### src/sls_pkg.sv
// ---------------------------------------------------------------------------
// sls_pkg: shared types and constants for the shifting list store
// capacity, field widths, operation and status codes, control structs
// ---------------------------------------------------------------------------
package sls_pkg;

	localparam int CAPACITY   = 16;
	localparam int ITEM_BITS  = 8;
	localparam int IDX_BITS   = $clog2(CAPACITY);
	localparam int COUNT_BITS = $clog2(CAPACITY + 1);
	localparam int OP_BITS    = 3;
	localparam int POS_BITS   = 4;
	localparam int STAT_BITS  = 2;

	// operation codes
	localparam logic [OP_BITS-1:0] OP_PUSH    = 3'd0;
	localparam logic [OP_BITS-1:0] OP_POP     = 3'd1;
	localparam logic [OP_BITS-1:0] OP_INS_AT  = 3'd2;
	localparam logic [OP_BITS-1:0] OP_REM_AT  = 3'd3;
	localparam logic [OP_BITS-1:0] OP_INS_MID = 3'd4;
	localparam logic [OP_BITS-1:0] OP_REM_MID = 3'd5;

	// status codes
	localparam logic [STAT_BITS-1:0] STAT_DONE   = 2'd0;
	localparam logic [STAT_BITS-1:0] STAT_FULL   = 2'd1;
	localparam logic [STAT_BITS-1:0] STAT_EMPTY  = 2'd2;
	localparam logic [STAT_BITS-1:0] STAT_BADPOS = 2'd3;

	typedef enum logic {
		ST_IDLE,
		ST_EXEC
	} state_t;

	// commands from the controller to the datapath
	typedef struct packed {
		logic load;   // capture the incoming operation
		logic exec;   // apply it and load the result register
	} dp_cmd_t;

endpackage

### src/sls_ctrl.sv
// ---------------------------------------------------------------------------
// sls_ctrl: controller for the shifting list store
// sequences capture and execution, tracks the result register
// ---------------------------------------------------------------------------
module sls_ctrl (
	input  logic             clk,
	input  logic             arst_n,
	input  logic             in_valid,
	output logic             in_ready,
	output logic             out_valid,
	input  logic             out_ready,
	output sls_pkg::dp_cmd_t cmd
);

	sls_pkg::state_t state_q, state_nxt;
	logic            out_valid_q;
	logic            exec_ok;

	// result register free or draining this cycle
	assign exec_ok = !out_valid_q || out_ready;

	always_comb begin
		state_nxt = state_q;
		unique case (state_q)
			sls_pkg::ST_IDLE: begin
				if (in_valid) state_nxt = sls_pkg::ST_EXEC;
			end
			sls_pkg::ST_EXEC: begin
				if (exec_ok) state_nxt = sls_pkg::ST_IDLE;
			end
			default: state_nxt = sls_pkg::ST_IDLE;
		endcase
	end

	always_comb begin
		in_ready = 1'b0;
		cmd      = '0;
		unique case (state_q)
			sls_pkg::ST_IDLE: begin
				in_ready = 1'b1;
				cmd.load = in_valid;
			end
			sls_pkg::ST_EXEC: begin
				cmd.exec = exec_ok;
			end
			default: begin
				in_ready = 1'b0;
			end
		endcase
	end

	always_ff @(posedge clk or negedge arst_n) begin
		if (!arst_n) begin
			state_q     <= sls_pkg::ST_IDLE;
			out_valid_q <= 1'b0;
		end else begin
			state_q <= state_nxt;
			if (cmd.exec) out_valid_q <= 1'b1;
			else if (out_ready) out_valid_q <= 1'b0;
		end
	end

	assign out_valid = out_valid_q;

endmodule

### src/sls_dp.sv
// ---------------------------------------------------------------------------
// sls_dp: datapath for the shifting list store
// row of item cells that shift in parallel, fill count, result register
// ---------------------------------------------------------------------------
module sls_dp (
	input  logic                             clk,
	input  logic                             arst_n,
	input  sls_pkg::dp_cmd_t                 cmd,
	input  logic [sls_pkg::OP_BITS-1:0]      op,
	input  logic [sls_pkg::POS_BITS-1:0]     position,
	input  logic [sls_pkg::ITEM_BITS-1:0]    new_item,
	output logic [sls_pkg::STAT_BITS-1:0]    status,
	output logic [sls_pkg::ITEM_BITS-1:0]    removed_item,
	output logic [sls_pkg::COUNT_BITS-1:0]   item_count
);

	localparam int CB = sls_pkg::COUNT_BITS;
	localparam int IB = sls_pkg::ITEM_BITS;

	// captured operation
	logic [sls_pkg::OP_BITS-1:0]  op_q;
	logic [sls_pkg::POS_BITS-1:0] pos_q;
	logic [IB-1:0]                item_q;

	logic [CB-1:0] count_q;
	logic [IB-1:0] cell_q [sls_pkg::CAPACITY];

	// result register
	logic [sls_pkg::STAT_BITS-1:0] status_q;
	logic [IB-1:0]                 removed_q;
	logic [CB-1:0]                 rcount_q;

	logic [sls_pkg::STAT_BITS-1:0] stat_c;
	logic                          ins_c, rem_c, pop_c;
	logic [CB-1:0]                 at_c;
	logic [CB-1:0]                 pos_ext;
	logic [CB-1:0]                 count_nxt;
	logic                          full, empty;
	logic [sls_pkg::IDX_BITS-1:0]  last_idx;
	logic [IB-1:0]                 removed_c;

	assign pos_ext  = CB'(pos_q);
	assign full     = count_q == CB'(sls_pkg::CAPACITY);
	assign empty    = count_q == '0;
	assign last_idx = sls_pkg::IDX_BITS'(count_q - 1'b1);

	always_comb begin
		stat_c = sls_pkg::STAT_DONE;
		ins_c  = 1'b0;
		rem_c  = 1'b0;
		pop_c  = 1'b0;
		at_c   = count_q;
		case (op_q)
			sls_pkg::OP_PUSH: begin
				if (full) stat_c = sls_pkg::STAT_FULL;
				else ins_c = 1'b1;
			end
			sls_pkg::OP_POP: begin
				if (empty) stat_c = sls_pkg::STAT_EMPTY;
				else pop_c = 1'b1;
			end
			sls_pkg::OP_INS_AT: begin
				at_c = pos_ext;
				if (pos_ext >= count_q) stat_c = sls_pkg::STAT_BADPOS;
				else if (full) stat_c = sls_pkg::STAT_FULL;
				else ins_c = 1'b1;
			end
			sls_pkg::OP_REM_AT: begin
				at_c = pos_ext;
				if (empty) stat_c = sls_pkg::STAT_EMPTY;
				else if (pos_ext >= count_q) stat_c = sls_pkg::STAT_BADPOS;
				else rem_c = 1'b1;
			end
			sls_pkg::OP_INS_MID: begin
				at_c = count_q >> 1;
				if (full) stat_c = sls_pkg::STAT_FULL;
				else ins_c = 1'b1;
			end
			sls_pkg::OP_REM_MID: begin
				at_c = count_q >> 1;
				if (empty) stat_c = sls_pkg::STAT_EMPTY;
				else rem_c = 1'b1;
			end
			default: stat_c = sls_pkg::STAT_BADPOS;
		endcase
	end

	always_comb begin
		count_nxt = count_q;
		if (ins_c) count_nxt = count_q + 1'b1;
		else if (rem_c || pop_c) count_nxt = count_q - 1'b1;
	end

	assign removed_c = pop_c ? cell_q[last_idx] : '0;

	// each cell compares its own position with the target and moves in parallel
	for (genvar i = 0; i < sls_pkg::CAPACITY; i++) begin : g_cell
		localparam logic [CB-1:0] IDX = CB'(i);
		logic [IB-1:0] from_below;
		logic [IB-1:0] from_above;

		if (i == 0) begin : g_first
			assign from_below = item_q;
		end else begin : g_mid_lo
			assign from_below = cell_q[i-1];
		end
		if (i == sls_pkg::CAPACITY - 1) begin : g_last
			assign from_above = cell_q[i];
		end else begin : g_mid_hi
			assign from_above = cell_q[i+1];
		end

		always_ff @(posedge clk) begin
			if (cmd.exec) begin
				if (ins_c) begin
					if (IDX == at_c) cell_q[i] <= item_q;
					else if (IDX > at_c && IDX <= count_q) cell_q[i] <= from_below;
				end else if (rem_c) begin
					if (IDX >= at_c && IDX + 1'b1 < count_q) cell_q[i] <= from_above;
				end
			end
		end
	end

	always_ff @(posedge clk) begin
		if (cmd.load) begin
			op_q   <= op;
			pos_q  <= position;
			item_q <= new_item;
		end
		if (cmd.exec) begin
			status_q  <= stat_c;
			removed_q <= removed_c;
			rcount_q  <= count_nxt;
		end
	end

	always_ff @(posedge clk or negedge arst_n) begin
		if (!arst_n) begin
			count_q <= '0;
		end else if (cmd.exec) begin
			count_q <= count_nxt;
		end
	end

	assign status       = status_q;
	assign removed_item = removed_q;
	assign item_count   = rcount_q;

endmodule

### src/shifting_list_store.sv
// ---------------------------------------------------------------------------
// shifting_list_store: ordered store of up to 16 items packed from position 0
// push, pop, insert or remove at a position or at the middle, one result each
// ---------------------------------------------------------------------------
//
//  channel   direction  payload (tdata, lowest bit first)
//  s_*       in         op[2:0], position[6:3], new_item[14:7], zero[15]
//  m_*       out        status[1:0], removed_item[9:2], item_count[14:10], zero[15]
//
// an operation is captured in ST_IDLE, then applied in ST_EXEC, in which
// all cells shift at once and the result register loads
// ST_EXEC waits while an earlier result is still unclaimed, so a
// stall on m_* holds at most one item in flight behind the result register
// a new operation is taken while a finished result waits on m_*
// reset empties the store; cell contents are left as they were
//
module shifting_list_store (
	input  logic        clk,
	input  logic        arst_n,
	// operation in
	input  logic        s_tvalid,
	output logic        s_tready,
	input  logic [15:0] s_tdata,   // op[2:0], position[6:3], new_item[14:7]
	// result out
	output logic        m_tvalid,
	input  logic        m_tready,
	output logic [15:0] m_tdata    // status[1:0], removed_item[9:2], item_count[14:10]
);

	sls_pkg::dp_cmd_t cmd;

	logic [sls_pkg::STAT_BITS-1:0]  status;
	logic [sls_pkg::ITEM_BITS-1:0]  removed_item;
	logic [sls_pkg::COUNT_BITS-1:0] item_count;

	// controller: capture on a transfer, execute when the result slot frees
	sls_ctrl u_ctrl (
		.clk       (clk),
		.arst_n    (arst_n),
		.in_valid  (s_tvalid),
		.in_ready  (s_tready),
		.out_valid (m_tvalid),
		.out_ready (m_tready),
		.cmd       (cmd)
	);

	// datapath: cell row, fill count, result register
	sls_dp u_dp (
		.clk          (clk),
		.arst_n       (arst_n),
		.cmd          (cmd),
		.op           (s_tdata[2:0]),
		.position     (s_tdata[6:3]),
		.new_item     (s_tdata[14:7]),
		.status       (status),
		.removed_item (removed_item),
		.item_count   (item_count)
	);

	// pack result fields, top bit pads to a whole byte
	assign m_tdata = {1'b0, item_count, removed_item, status};

endmodule

### config.mk
export PLATFORM = sky130hd
export DESIGN_NAME = shifting_list_store
export DESIGN_NICKNAME = d
export VERILOG_FILES = /design/src/sls_pkg.sv /design/src/sls_ctrl.sv /design/src/sls_dp.sv /design/src/shifting_list_store.sv
export SDC_FILE = /design/constraint.sdc
export NUM_CORES = 1
export LEC_CHECK = 0
export BUFFER_PORTS_ARGS = -buffer_cell sky130_fd_sc_hd__buf_2
export CORE_MARGIN = 5
export CORE_UTILIZATION = 55
export DETAILED_ROUTE_END_ITERATION = 12
export GPL_ROUTABILITY_DRIVEN = 0
export MAX_ROUTING_LAYER = met4
export PLACE_DENSITY = 0.8
export SLEW_MARGIN = 0
export SYNTH_ARGS = -nofsm -noshare
export SYNTH_HDL_FRONTEND = slang
export SYNTH_SLANG_ARGS = --single-unit
### constraint.sdc
create_clock -name clk -period 4.5 [get_ports clk]
set_input_delay 0.675 -clock clk [delete_from_list [all_inputs] [get_ports clk]]
set_output_delay 0.675 -clock clk [all_outputs]
set_load 0.02 [all_outputs]
==> results_dict.tcl, run 1 <==
set metrics [dict create \
    status "finished, final reports clean" \
    placedCellCount 1116 \
    grt_pass1_vias 7712 \
    drtAntennaViolNets 0 \
    ir_drop_v 0.000321 \
    crit_path_max_fanout 11 \
    min_period_ns 3.80 \
    io_buffer_count 35 \
    routed_wl_mm 28.3 \
    wl_per_cell_um 24.6 \
    rsz0062_at_grt "false" \
    clk_pin_slew_ns 0.07 \
    first_pass_iters 7 \
    register_area_um2 4920 \
    hold_viol_final 0 \
    slowest_stage "dfrtp_1" \
    cp-end-kind "flop" \
    grt_remaining_overflow 0 \
    switching_share 0.406 \
    crit_family "simple AND/OR/NAND/NOR gates" \
    timing.fmax_ghz 0.263 \
    final_common_cell "mux2_2" \
    tns_ns 0 \
    finalSetupViolCount 0 \
    ys_top_cells_by_area "edfxtp_1 44%, mux2_2 20%, mux4_2 6.8%, dfrtp_1 1.6%, o21ai_0 1.5%" \
    worst-path-stages 9 \
    powerDensity_nw_per_um2 605 \
    seq_power_share 0.328 \
    clk_latency_ns 0.45 \
    p_int_mw 4.28 \
    fp.dieW_um 149 \
    ys_warn_count 0 \
    post-cts-setup-buffers 0 \
    synthArstFlopShare 0.0424 \
    cp.arrival_ns 3.92 \
    dieArea_um2 22300 \
    ioPinCount 38 \
    cts_tree "yes" \
    stdcell_count 1148 \
    htreeDepth 4 \
    crit_path_cell_trace "inv_2, ha_1, o21ai_0, a21oi_1, a211oi_4, nor2_1, buf_4, or3_1, o31ai_2" \
    cts_made_buffers 17 \
    antenna_found_initial 0 \
    p_leak_nw 4.02 \
    drt-vias-per-instance 6.72 \
    r2r_cells 9 \
    grt_max_degree 45 \
    p_clk_frac 0.202 \
    diodes 0 \
    drt-initial-drc-count 831 \
    cts_sinks 165 \
    synth_cells 820 \
    finalCritPeriodShare 0.845 \
    synth_cell_types 68 \
    worst_pin_slew_ns 1.25 \
    layout-drive-gt1-share 0.418 \
    slew-limit-headroom 0.157 \
    fillers 1474 \
    synth_edf_count 158 \
    critPathMaxStageDelay_ns 0.62 \
    synth.avg_cell_area_um2 13.0 \
    layout_common_cells "189 x mux2_2, 158 x edfxtp_1, 45 x buf_4" \
    rrSetupSlack_ns 0.70 \
    hp-class "primary input to asynchronous set/reset pin" \
    p_sw_mw 2.92 \
    fin_skew_ns 0.0112 \
    grt_use_total 0.269 \
    p_comb_frac 0.470 \
    yosysSeqAreaShare 0.461 \
    die-height_um 149 \
    worstSetupStartpointType "flop" \
    synth_top_area_share 0.444 \
    initial_utilization 0.554 \
    critPathBufInv 2 \
    crit_type "flop to flop" \
    synth_top_flop_cell "edfxtp_1" \
    cts_resized 0 \
    synth_top_cell_by_area "edfxtp_1" \
    synth_nets 852 \
    nets 902 \
    ctsHoldBuffers 0 \
    coreArea_um2 19300 \
    synth.cell_area_um2 10700 \
    hpwl_mm 20.1 \
    area_delta_synth_final_pct 11.6 \
    num_rows 51 \
    drcViolationCount 0 \
    cp.required_ns 4.62 \
    max_cap_violations 0 \
    slew_viol_final 0 \
    multi_input_area_um2 5490 \
    synth-seq-cells 165 \
    clock-root-buffer "clkbuf_16" \
    grt_pass1_wl_mm 44.6 \
    vias 7713 \
    clock_tree.buffer_depth 2 \
]
## cell families (layout without fill, tap and decap cells)
group,Yosys count,count (layout),share of synthesized area
fa+ha+maj,12,12,0.0141
other cells,1,1,0.000351
compound gates,153,153,0.108
xor+xnor,9,9,0.00739
flops,165,165,0.461
buf+inv,64,127,0.0263
mux,235,235,0.281
simple gates,181,181,0.103
## metrics by stage
step / power, mW / util / worst slack (ns) / hold slack, ns / area (um2)
4_1_cts: 7.16 / 0.618 / 0.797 / 0.0618 / 11900
3_3_place_gp: 5.63 / 0.587 / 0.857 / 0.488 / 11300
3_5_place_dp: 5.71 / 0.587 / 0.835 / 0.523 / 11300
5_1_grt: 7.52 / 0.618 / 0.537 / 0.0682 / 11900
2_1_floorplan: 4.71 / - / 0.363 / 0.379 / 10700
6_report: 7.20 / 0.618 / 0.696 / 0.0582 / 11900
## power groups by stage
stage	clock, mW	sequential [mW]	combinational (mW)
3_3_place_gp	0	2.38	3.25
4_1_cts	1.46	2.35	3.35
2_1_floorplan	0	2.35	2.36
6_report	1.46	2.36	3.38
5_1_grt	1.54	2.39	3.59
3_5_place_dp	0	2.39	3.33
## sequential cells by signal, summed over array words and instances, names as in the netlist
signal                  flops
u_dp.g_cell.from_below      8
u_dp.status                 2
u_ctrl.state_q              1
u_dp.removed_item           8
u_dp.item_count             5
u_dp.count_q                5
u_ctrl.out_valid            1
u_dp.pos_q                  4
u_dp.cell_q               128
u_dp.op_q                   3
## metal layers
metal	GRT usage	vias to the layer above	routed length, um
li1	-	3360	-
met1	0.343	3837	11500
met2	0.420	417	13400
met3	0.0529	99	2220
met4	0.121	0	1210
met5	-	-	0
## worst paths after layout
| kind | from | endpoint |
|---|---|---|
| setup / recovery | u_dp.count_q[3] | u_dp.cell_q[13][0] |
| hold / removal | arst_n | u_dp.count_q[1] |
| setup reg to reg | u_dp.count_q[3] | u_dp.cell_q[13][0] |
| hold reg to reg | u_ctrl.state_q | u_ctrl.out_valid |
| max in group asynchronous | arst_n | u_dp.count_q[0] |
| min in group clk | s_tdata[12] | u_dp.g_cell[0].from_below[5] |
## Yosys cell counts (all sizes together) (4+ instances only)
master	instances
a2111oi	5
a211oi	20
a21o	7
a21oi	19
a221o	10
a221oi	4
a31oi	22
and2	9
and3	4
buf	22
clkbuf	27
dfrtp	7
edfxtp	158
ha	12
inv	13
mux2	193
mux2i	10
mux4	32
nand2	35
nand2b	9
nand3	19
nand3b	10
nor2	27
nor2b	13
nor3	27
nor4	6
o21a	4
o21ai	37
or2	6
or3	8
xnor2	8
## layout make-up
cell class,count,share of cell area
Clock buffer,17,0.0357
Sequential cell,165,0.413
Timing Repair Buffer,80,0.0431
Inverter,15,0.00473
Clock inverter,15,0.0140
Multi-Input combinational cell,591,0.461
Tap cell,265,0.0278
No activity file was read; power rests on OpenSTA's default activity.
==> run 2: changes to the inputs <==
==> constraint.sdc (replaced) <==
create_clock -name clk -period 3.5 [get_ports clk]
set_input_delay 0.525 -clock clk [delete_from_list [all_inputs] [get_ports clk]]
set_output_delay 0.525 -clock clk [all_outputs]
set_load 0.02 [all_outputs]
==> run 2 against run 1 <==
Net effect:
- core utilization rose by 0.57 points
- largest power group unchanged
- final cell count increased by 1.6%
- final area rose by 0.92%
- critical path depth unchanged
- highest routed layer unchanged
- register-to-register slack got worse by 0.57 ns
- maximum frequency increased by 13%
- largest cell class unchanged
==> results_dict.tcl, run 2 (synthesis gave the netlist of run 1 again) <==
set metrics [dict create \
    status "finished, final reports clean" \
    min_from "s_tdata[12]" \
    grt_max_degree 44 \
    ir_drop_v 0.000386 \
    antenna_found_initial 2 \
    hpwl_mm 20.9 \
    clk_latency_ns 0.44 \
    ioPinCount 38 \
    clk_pin_slew_ns 0.07 \
    cp.arrival_ns 3.48 \
    cp-end-kind "flop" \
    slew-limit-headroom 0.403 \
    crit_type "flop to flop" \
    worst_pin_slew_ns 0.890 \
    cp.required_ns 3.62 \
    final_common_cell "mux2_2" \
    tns_ns 0 \
    cts_sinks 165 \
    critPathMaxStageDelay_ns 0.57 \
    finalSetupViolCount 0 \
    drt-vias-per-instance 6.67 \
    reg2reg_to "u_dp.cell_q[8][6]" \
    clock-root-buffer "clkbuf_16" \
    area_delta_synth_final_pct 12.6 \
    hp-class "primary input to flop" \
    grt_remaining_overflow 0 \
    max_cap_violations 0 \
    worstSetupStartpointType "flop" \
    clock_tree.buffer_depth 2 \
    dieArea_um2 22300 \
    fillers 1471 \
    final_util 0.624 \
    crit_path_max_fanout 9 \
    powerDensity_nw_per_um2 780 \
    regMostFlops "u_dp.cell_q" \
    drt-initial-drc-count 881 \
    crit_path_cell_trace "clkinv_2, ha_1, a21o_1, a31o_2, and2_1, buf_4, nor3_4, a21oi_1, o31ai_2" \
    r2r_cells 9 \
    first_pass_iters 6 \
    cts_made_buffers 17 \
    num_rows 51 \
    largest_register_ffs 128 \
    io_buffer_count 35 \
    p_leak_nw 4.10 \
    grt_pass1_wl_mm 44.3 \
    layout_common_cells "189 x mux2_2, 158 x edfxtp_1, 60 x buf_4" \
    wl_per_cell_um 24.3 \
    layout-drive-gt1-share 0.432 \
    rsz0062_at_grt "false" \
    drcViolationCount 0 \
    timing.fmax_ghz 0.297 \
    die-height_um 149 \
    routed_wl_mm 28.3 \
    grt_pass1_vias 7646 \
    min_delay_path_depth 1 \
    slew_viol_final 0 \
    hold_path_end "u_dp.g_cell[0].from_below[5]" \
    nets 918 \
    htreeDepth 4 \
    grt_use_total 0.268 \
    timing.rr.start "u_dp.count_q[2]" \
    hold_viol_final 0 \
    initial_utilization 0.554 \
    slowest_stage "a21oi_1" \
    cts_tree "yes" \
    fp.dieW_um 149 \
    fin_skew_ns 0.0142 \
    finalCritPeriodShare 0.963 \
    drtAntennaViolNets 0 \
    min_period_ns 3.37 \
    vias 7783 \
    rrSetupSlack_ns 0.13 \
    coreArea_um2 19300 \
]
## run 2: changes by cell type in the layout (fill, tap and decap cells not counted), sizes merged
cell,before,now
dlygate4sd3,0,1
clkbuf,17,18
clkinv,8,9
buf,80,95
diode,0,2
clkinvlp,4,1
inv,18,19
## run 2: cell type report
type	instances	area, um2	share of cell area
clock inverter	14	115	0.00958
inverter	15	57.6	0.00479
timing repair buffer	96	636	0.0529
multi-input combinational	591	5520	0.460
tap	265	332	0.0276
sequential	165	4920	0.409
antenna	2	5.00	0.000416
clock buffer	18	429	0.0357
## run 2: routing by layer
layer | routed length (um) | GRT usage
met4 | 898 | 0.105
met5 | 0 | -
met2 | 13700 | 0.424
met3 | 2510 | 0.0589
met1 | 11200 | 0.339
## run 2: critical path: cells and delay by family, from the launching register on
kind,cells,cell delay [ns]
AO/OA/AOI/OAI,4,1.17
AND/OR/NAND/NOR,2,0.61
buffers and inverters,2,0.51
flip-flops,1,0.37
adder cells (fa/ha/maj),1,0.37
## run 2: metrics by stage
step           hold slack (ns)  instances  total power [mW]  setup WS (ns)  area (um2)
2_1_floorplan            0.229        820              6.08         0.0458       10700
3_3_place_gp             0.363       1129              7.38          0.140       11400
4_1_cts                  0.246       1162              9.28         0.0381       12000
5_1_grt                  0.244       1166              9.77        0.00620       12000
6_report                 0.255       1166              9.37          0.131       12000
3_5_place_dp             0.369       1129              7.50         0.0714       11400
## run 2: report_power, final
group / leakage (nW) / switching, mW / internal [mW]
clock network: 0.266 / 0.842 / 0.924
registers: 1.52 / 0.300 / 2.73
logic: 2.31 / 2.68 / 1.89
total: 4.10 / 3.82 / 5.55
## run 2: how the worst max path moves through the flow
stage | from | to | slack (ns) | cells past startpoint
after CTS | u_dp.count_q[2] | u_dp.cell_q[8][0] | 0.04 | 9
after detailed placement | u_dp.count_q[2] | u_dp.cell_q[8][2] | 0.07 | 9
final | u_dp.count_q[2] | u_dp.cell_q[8][6] | 0.13 | 9
after floorplan | u_dp.count_q[0] | u_dp.cell_q[10][0] | 0.05 | 12
after global placement | u_dp.pos_q[0] | u_dp.cell_q[6][1] | 0.14 | 8
after global routing | u_dp.count_q[2] | u_dp.cell_q[3][3] | 0.006 | 8
## run 2: what timing repair did
action | CTS | global route
endpoints found under the setup margin | 0 | 54
gates resized for setup | 0 | 4
endpoints found under the hold margin | 7 | 0
setup buffers | 0 | 2
hold buffers | 1 | 0
==> run 3: changes to the inputs <==
--- a/config.mk
+++ b/config.mk
@@ -5,6 +5,7 @@
 export SDC_FILE = /design/constraint.sdc
 export NUM_CORES = 1
 export LEC_CHECK = 0
+export ABC_AREA = 1
 export BUFFER_PORTS_ARGS = -buffer_cell sky130_fd_sc_hd__buf_2
 export CORE_MARGIN = 5
 export CORE_UTILIZATION = 55
==> run 3 against run 2 <==
Net effect:
- final cell count up 51%
- combinational power is 22% higher
- sequential cell count unchanged
- routed wire length up 22%
- highest routed layer unchanged
- global-route usage up 2.7 points
- first-iteration DRC count grew 110%
- sequential share of layout area is 1.0 points lower
- via count up 41%
- clock skew fell by 0.00095 ns
- synthesized cell count grew 79%
- worst hold slack lost 0.0058 ns
- critical endpoint is now u_dp.cell_q[6][3]
==> results_dict.tcl, run 3 <==
set metrics [dict create \
    antenna_found_initial 0 \
    min_period_ns 3.08 \
    top_layer "met4" \
    p_leak_nw 5.49 \
    routed-wl-met2_mm 14.8 \
    synth_nets 1503 \
    synth_top_cell_by_area "edfxtp_1" \
    crit_path_cell_trace "inv_2, ha_1, nand2_2, nor2_2, nor2_1, nand3_2, nand2_4, nand3_1, nor2_4, inv_2, nand3_1" \
    grt_use_total 0.295 \
    slew-limit-headroom 0.285 \
    synth.cell_area_um2 11400 \
    first_pass_iters 6 \
    fillers 1821 \
    synth_cells 1471 \
    initial_utilization 0.560 \
    drt-initial-drc-count 1826 \
    wl_met1_mm 13.1 \
    grt_max_degree 81 \
    clk_latency_ns 0.45 \
    final_util 0.607 \
    hold_viol_final 0 \
    cts_resized 0 \
    layout_common_cells "449 x nand2_1, 210 x nand3_1, 158 x edfxtp_1" \
    synth_top_area_share 0.418 \
    ir_drop_v 0.000495 \
    slew_viol_final 0 \
    drcViolationCount 0 \
    powerDensity_nw_per_um2 850 \
    cp.required_ns 3.59 \
    clock-root-buffer "clkbuf_16" \
    ys_warn_count 0 \
    rsz0062_at_grt "false" \
    largest_register_ffs 128 \
    area_delta_synth_final_pct 8.49 \
    critPathMaxStageDelay_ns 0.50 \
    cts_made_buffers 17 \
    htreeDepth 4 \
    synth.avg_cell_area_um2 7.72 \
    nets 1512 \
    num_rows 52 \
    clk_pin_slew_ns 0.07 \
    fin_skew_ns 0.0133 \
    dieArea_um2 23600 \
    worstSetupStartpointType "flop" \
    timing.fmax_ghz 0.325 \
    finalSetupViolCount 0 \
    synth_most_common_cell "nand2_1" \
    synth_edf_count 158 \
    vias 10900 \
    die-height_um 154 \
    crit_type "flop to flop" \
    synthArstFlopShare 0.0424 \
    wl_per_cell_um 19.6 \
    cp.arrival_ns 3.17 \
    synth_cell_types 41 \
    hp-class "primary input to flop" \
    routed_wl_mm 34.6 \
    met3WireLength_mm 4.66 \
    crit_path_max_fanout 18 \
    grt_pass1_vias 9801 \
    final_common_cell "nand2_1" \
    ioPinCount 38 \
    cts_tree "yes" \
    ys_top_cells_by_area "edfxtp_1 42%, nand2_1 15%, nand3_1 9.3%, nand4_1 6.0%, inv_1 5.0%" \
    synth-seq-cells 165 \
    cts_sinks 165 \
    coreArea_um2 20300 \
    drtAntennaViolNets 0 \
    slowest_stage "dfrtp_2" \
    grt_remaining_overflow 0 \
    hpwl_mm 24.8 \
    grt_pass1_wl_mm 53.5 \
    regMostFlops "u_dp.cell_q" \
    status "finished, final reports clean" \
    layout-drive-gt1-share 0.124 \
    cp-end-kind "flop" \
    clock_tree.buffer_depth 2 \
    diodes 0 \
    io_buffer_count 35 \
    fp.dieW_um 154 \
    drt-vias-per-instance 6.21 \
    worst_pin_slew_ns 1.07 \
    rrSetupSlack_ns 0.42 \
    max_cap_violations 0 \
    finalCritPeriodShare 0.879 \
    synth_top_flop_cell "edfxtp_1" \
    synth_commonest_cells "450 x nand2_1, 210 x nand3_1, 158 x edfxtp_1" \
    yosysSeqAreaShare 0.433 \
    tns_ns 0 \
]
## run 3: changes by cell type in the layout (fill, tap and decap cells not counted), sizes merged, moves of 22 or more
cell	delta
a21oi	+53
buf	-41
inv	+160
mux2	-193
mux4	-32
nand2	+433
nand3	+212
nand4	+109
nor2	+24
nor3	-22
o21ai	+59
## run 3: final cells by class
cell class,count,area (um2),area share
well taps,270,338,0.0274
flip-flops and latches,165,4920,0.399
clock inverters,13,149,0.0121
clock buffers,19,433,0.0351
multi-input cells,1066,5470,0.444
repair buffers,55,353,0.0286
inverters,175,664,0.0539
## run 3: kinds of logic after synthesis
kind of cell	synth area share
xor+xnor	0.00231
simple gates	0.379
buf+inv	0.0863
compound gates	0.0858
fa+ha+maj	0.0132
flops	0.433
other cells	0.000330
## run 3: critical path: cells and delay by family (launching register included)
| kind | cells | cell delay [ns] |
|---|---|---|
| adder cells (fa/ha/maj) | 1 | 0.34 |
| buffers and inverters | 2 | 0.33 |
| AND/OR/NAND/NOR | 8 | 1.55 |
| flip-flops | 1 | 0.50 |
## run 3: layer usage
layer	GRT usage	vias to the layer above
li1	-	5058
met1	0.400	4881
met2	0.423	851
met3	0.0478	158
met4	0.162	0
met5	-	-
## run 3: stage by stage
stage / hold slack [ns] / power (mW) / setup slack [ns] / std cells / instance area, um2
after floorplan: 0.229 / 6.92 / 0.655 / 1471 / 11400
after detailed placement: 0.363 / 8.36 / 0.518 / 1730 / 11700
final: 0.250 / 10.5 / 0.424 / 1763 / 12300
after global routing: 0.244 / 11.0 / 0.210 / 1763 / 12300
after global placement: 0.362 / 8.22 / 0.583 / 1730 / 11700
after CTS: 0.247 / 10.3 / 0.491 / 1763 / 12300
## run 3: final timing paths
| check | startpoint | to | depth (start not counted) |
|---|---|---|---|
| setup / recovery | u_dp.count_q[0] | u_dp.cell_q[6][3] | 11 |
| setup reg to reg | u_dp.count_q[0] | u_dp.cell_q[6][3] | 11 |
| hold reg to reg | u_ctrl.out_valid | u_ctrl.out_valid | 2 |
| hold / removal | s_tdata[0] | u_dp.op_q[0] | 1 |
| max in group asynchronous | arst_n | u_dp.count_q[0] | 2 |
| min in group asynchronous | arst_n | u_dp.count_q[0] | 2 |
## run 3: power breakdown
group          internal (mW)  switching, mW  leakage, nW  total, mW
combinational           1.47           4.10         3.68       5.57
clock                   1.06          0.858        0.280       1.92
sequential              2.72          0.267         1.53       2.99
## run 3: timing repair
| item | in CTS | in global routing |
|---|---|---|
| endpoints found under the setup margin | 0 | 0 |
| hold buffers | 1 | 0 |
| endpoints found under the hold margin | 7 | 0 |
| setup buffers | 0 | 0 |
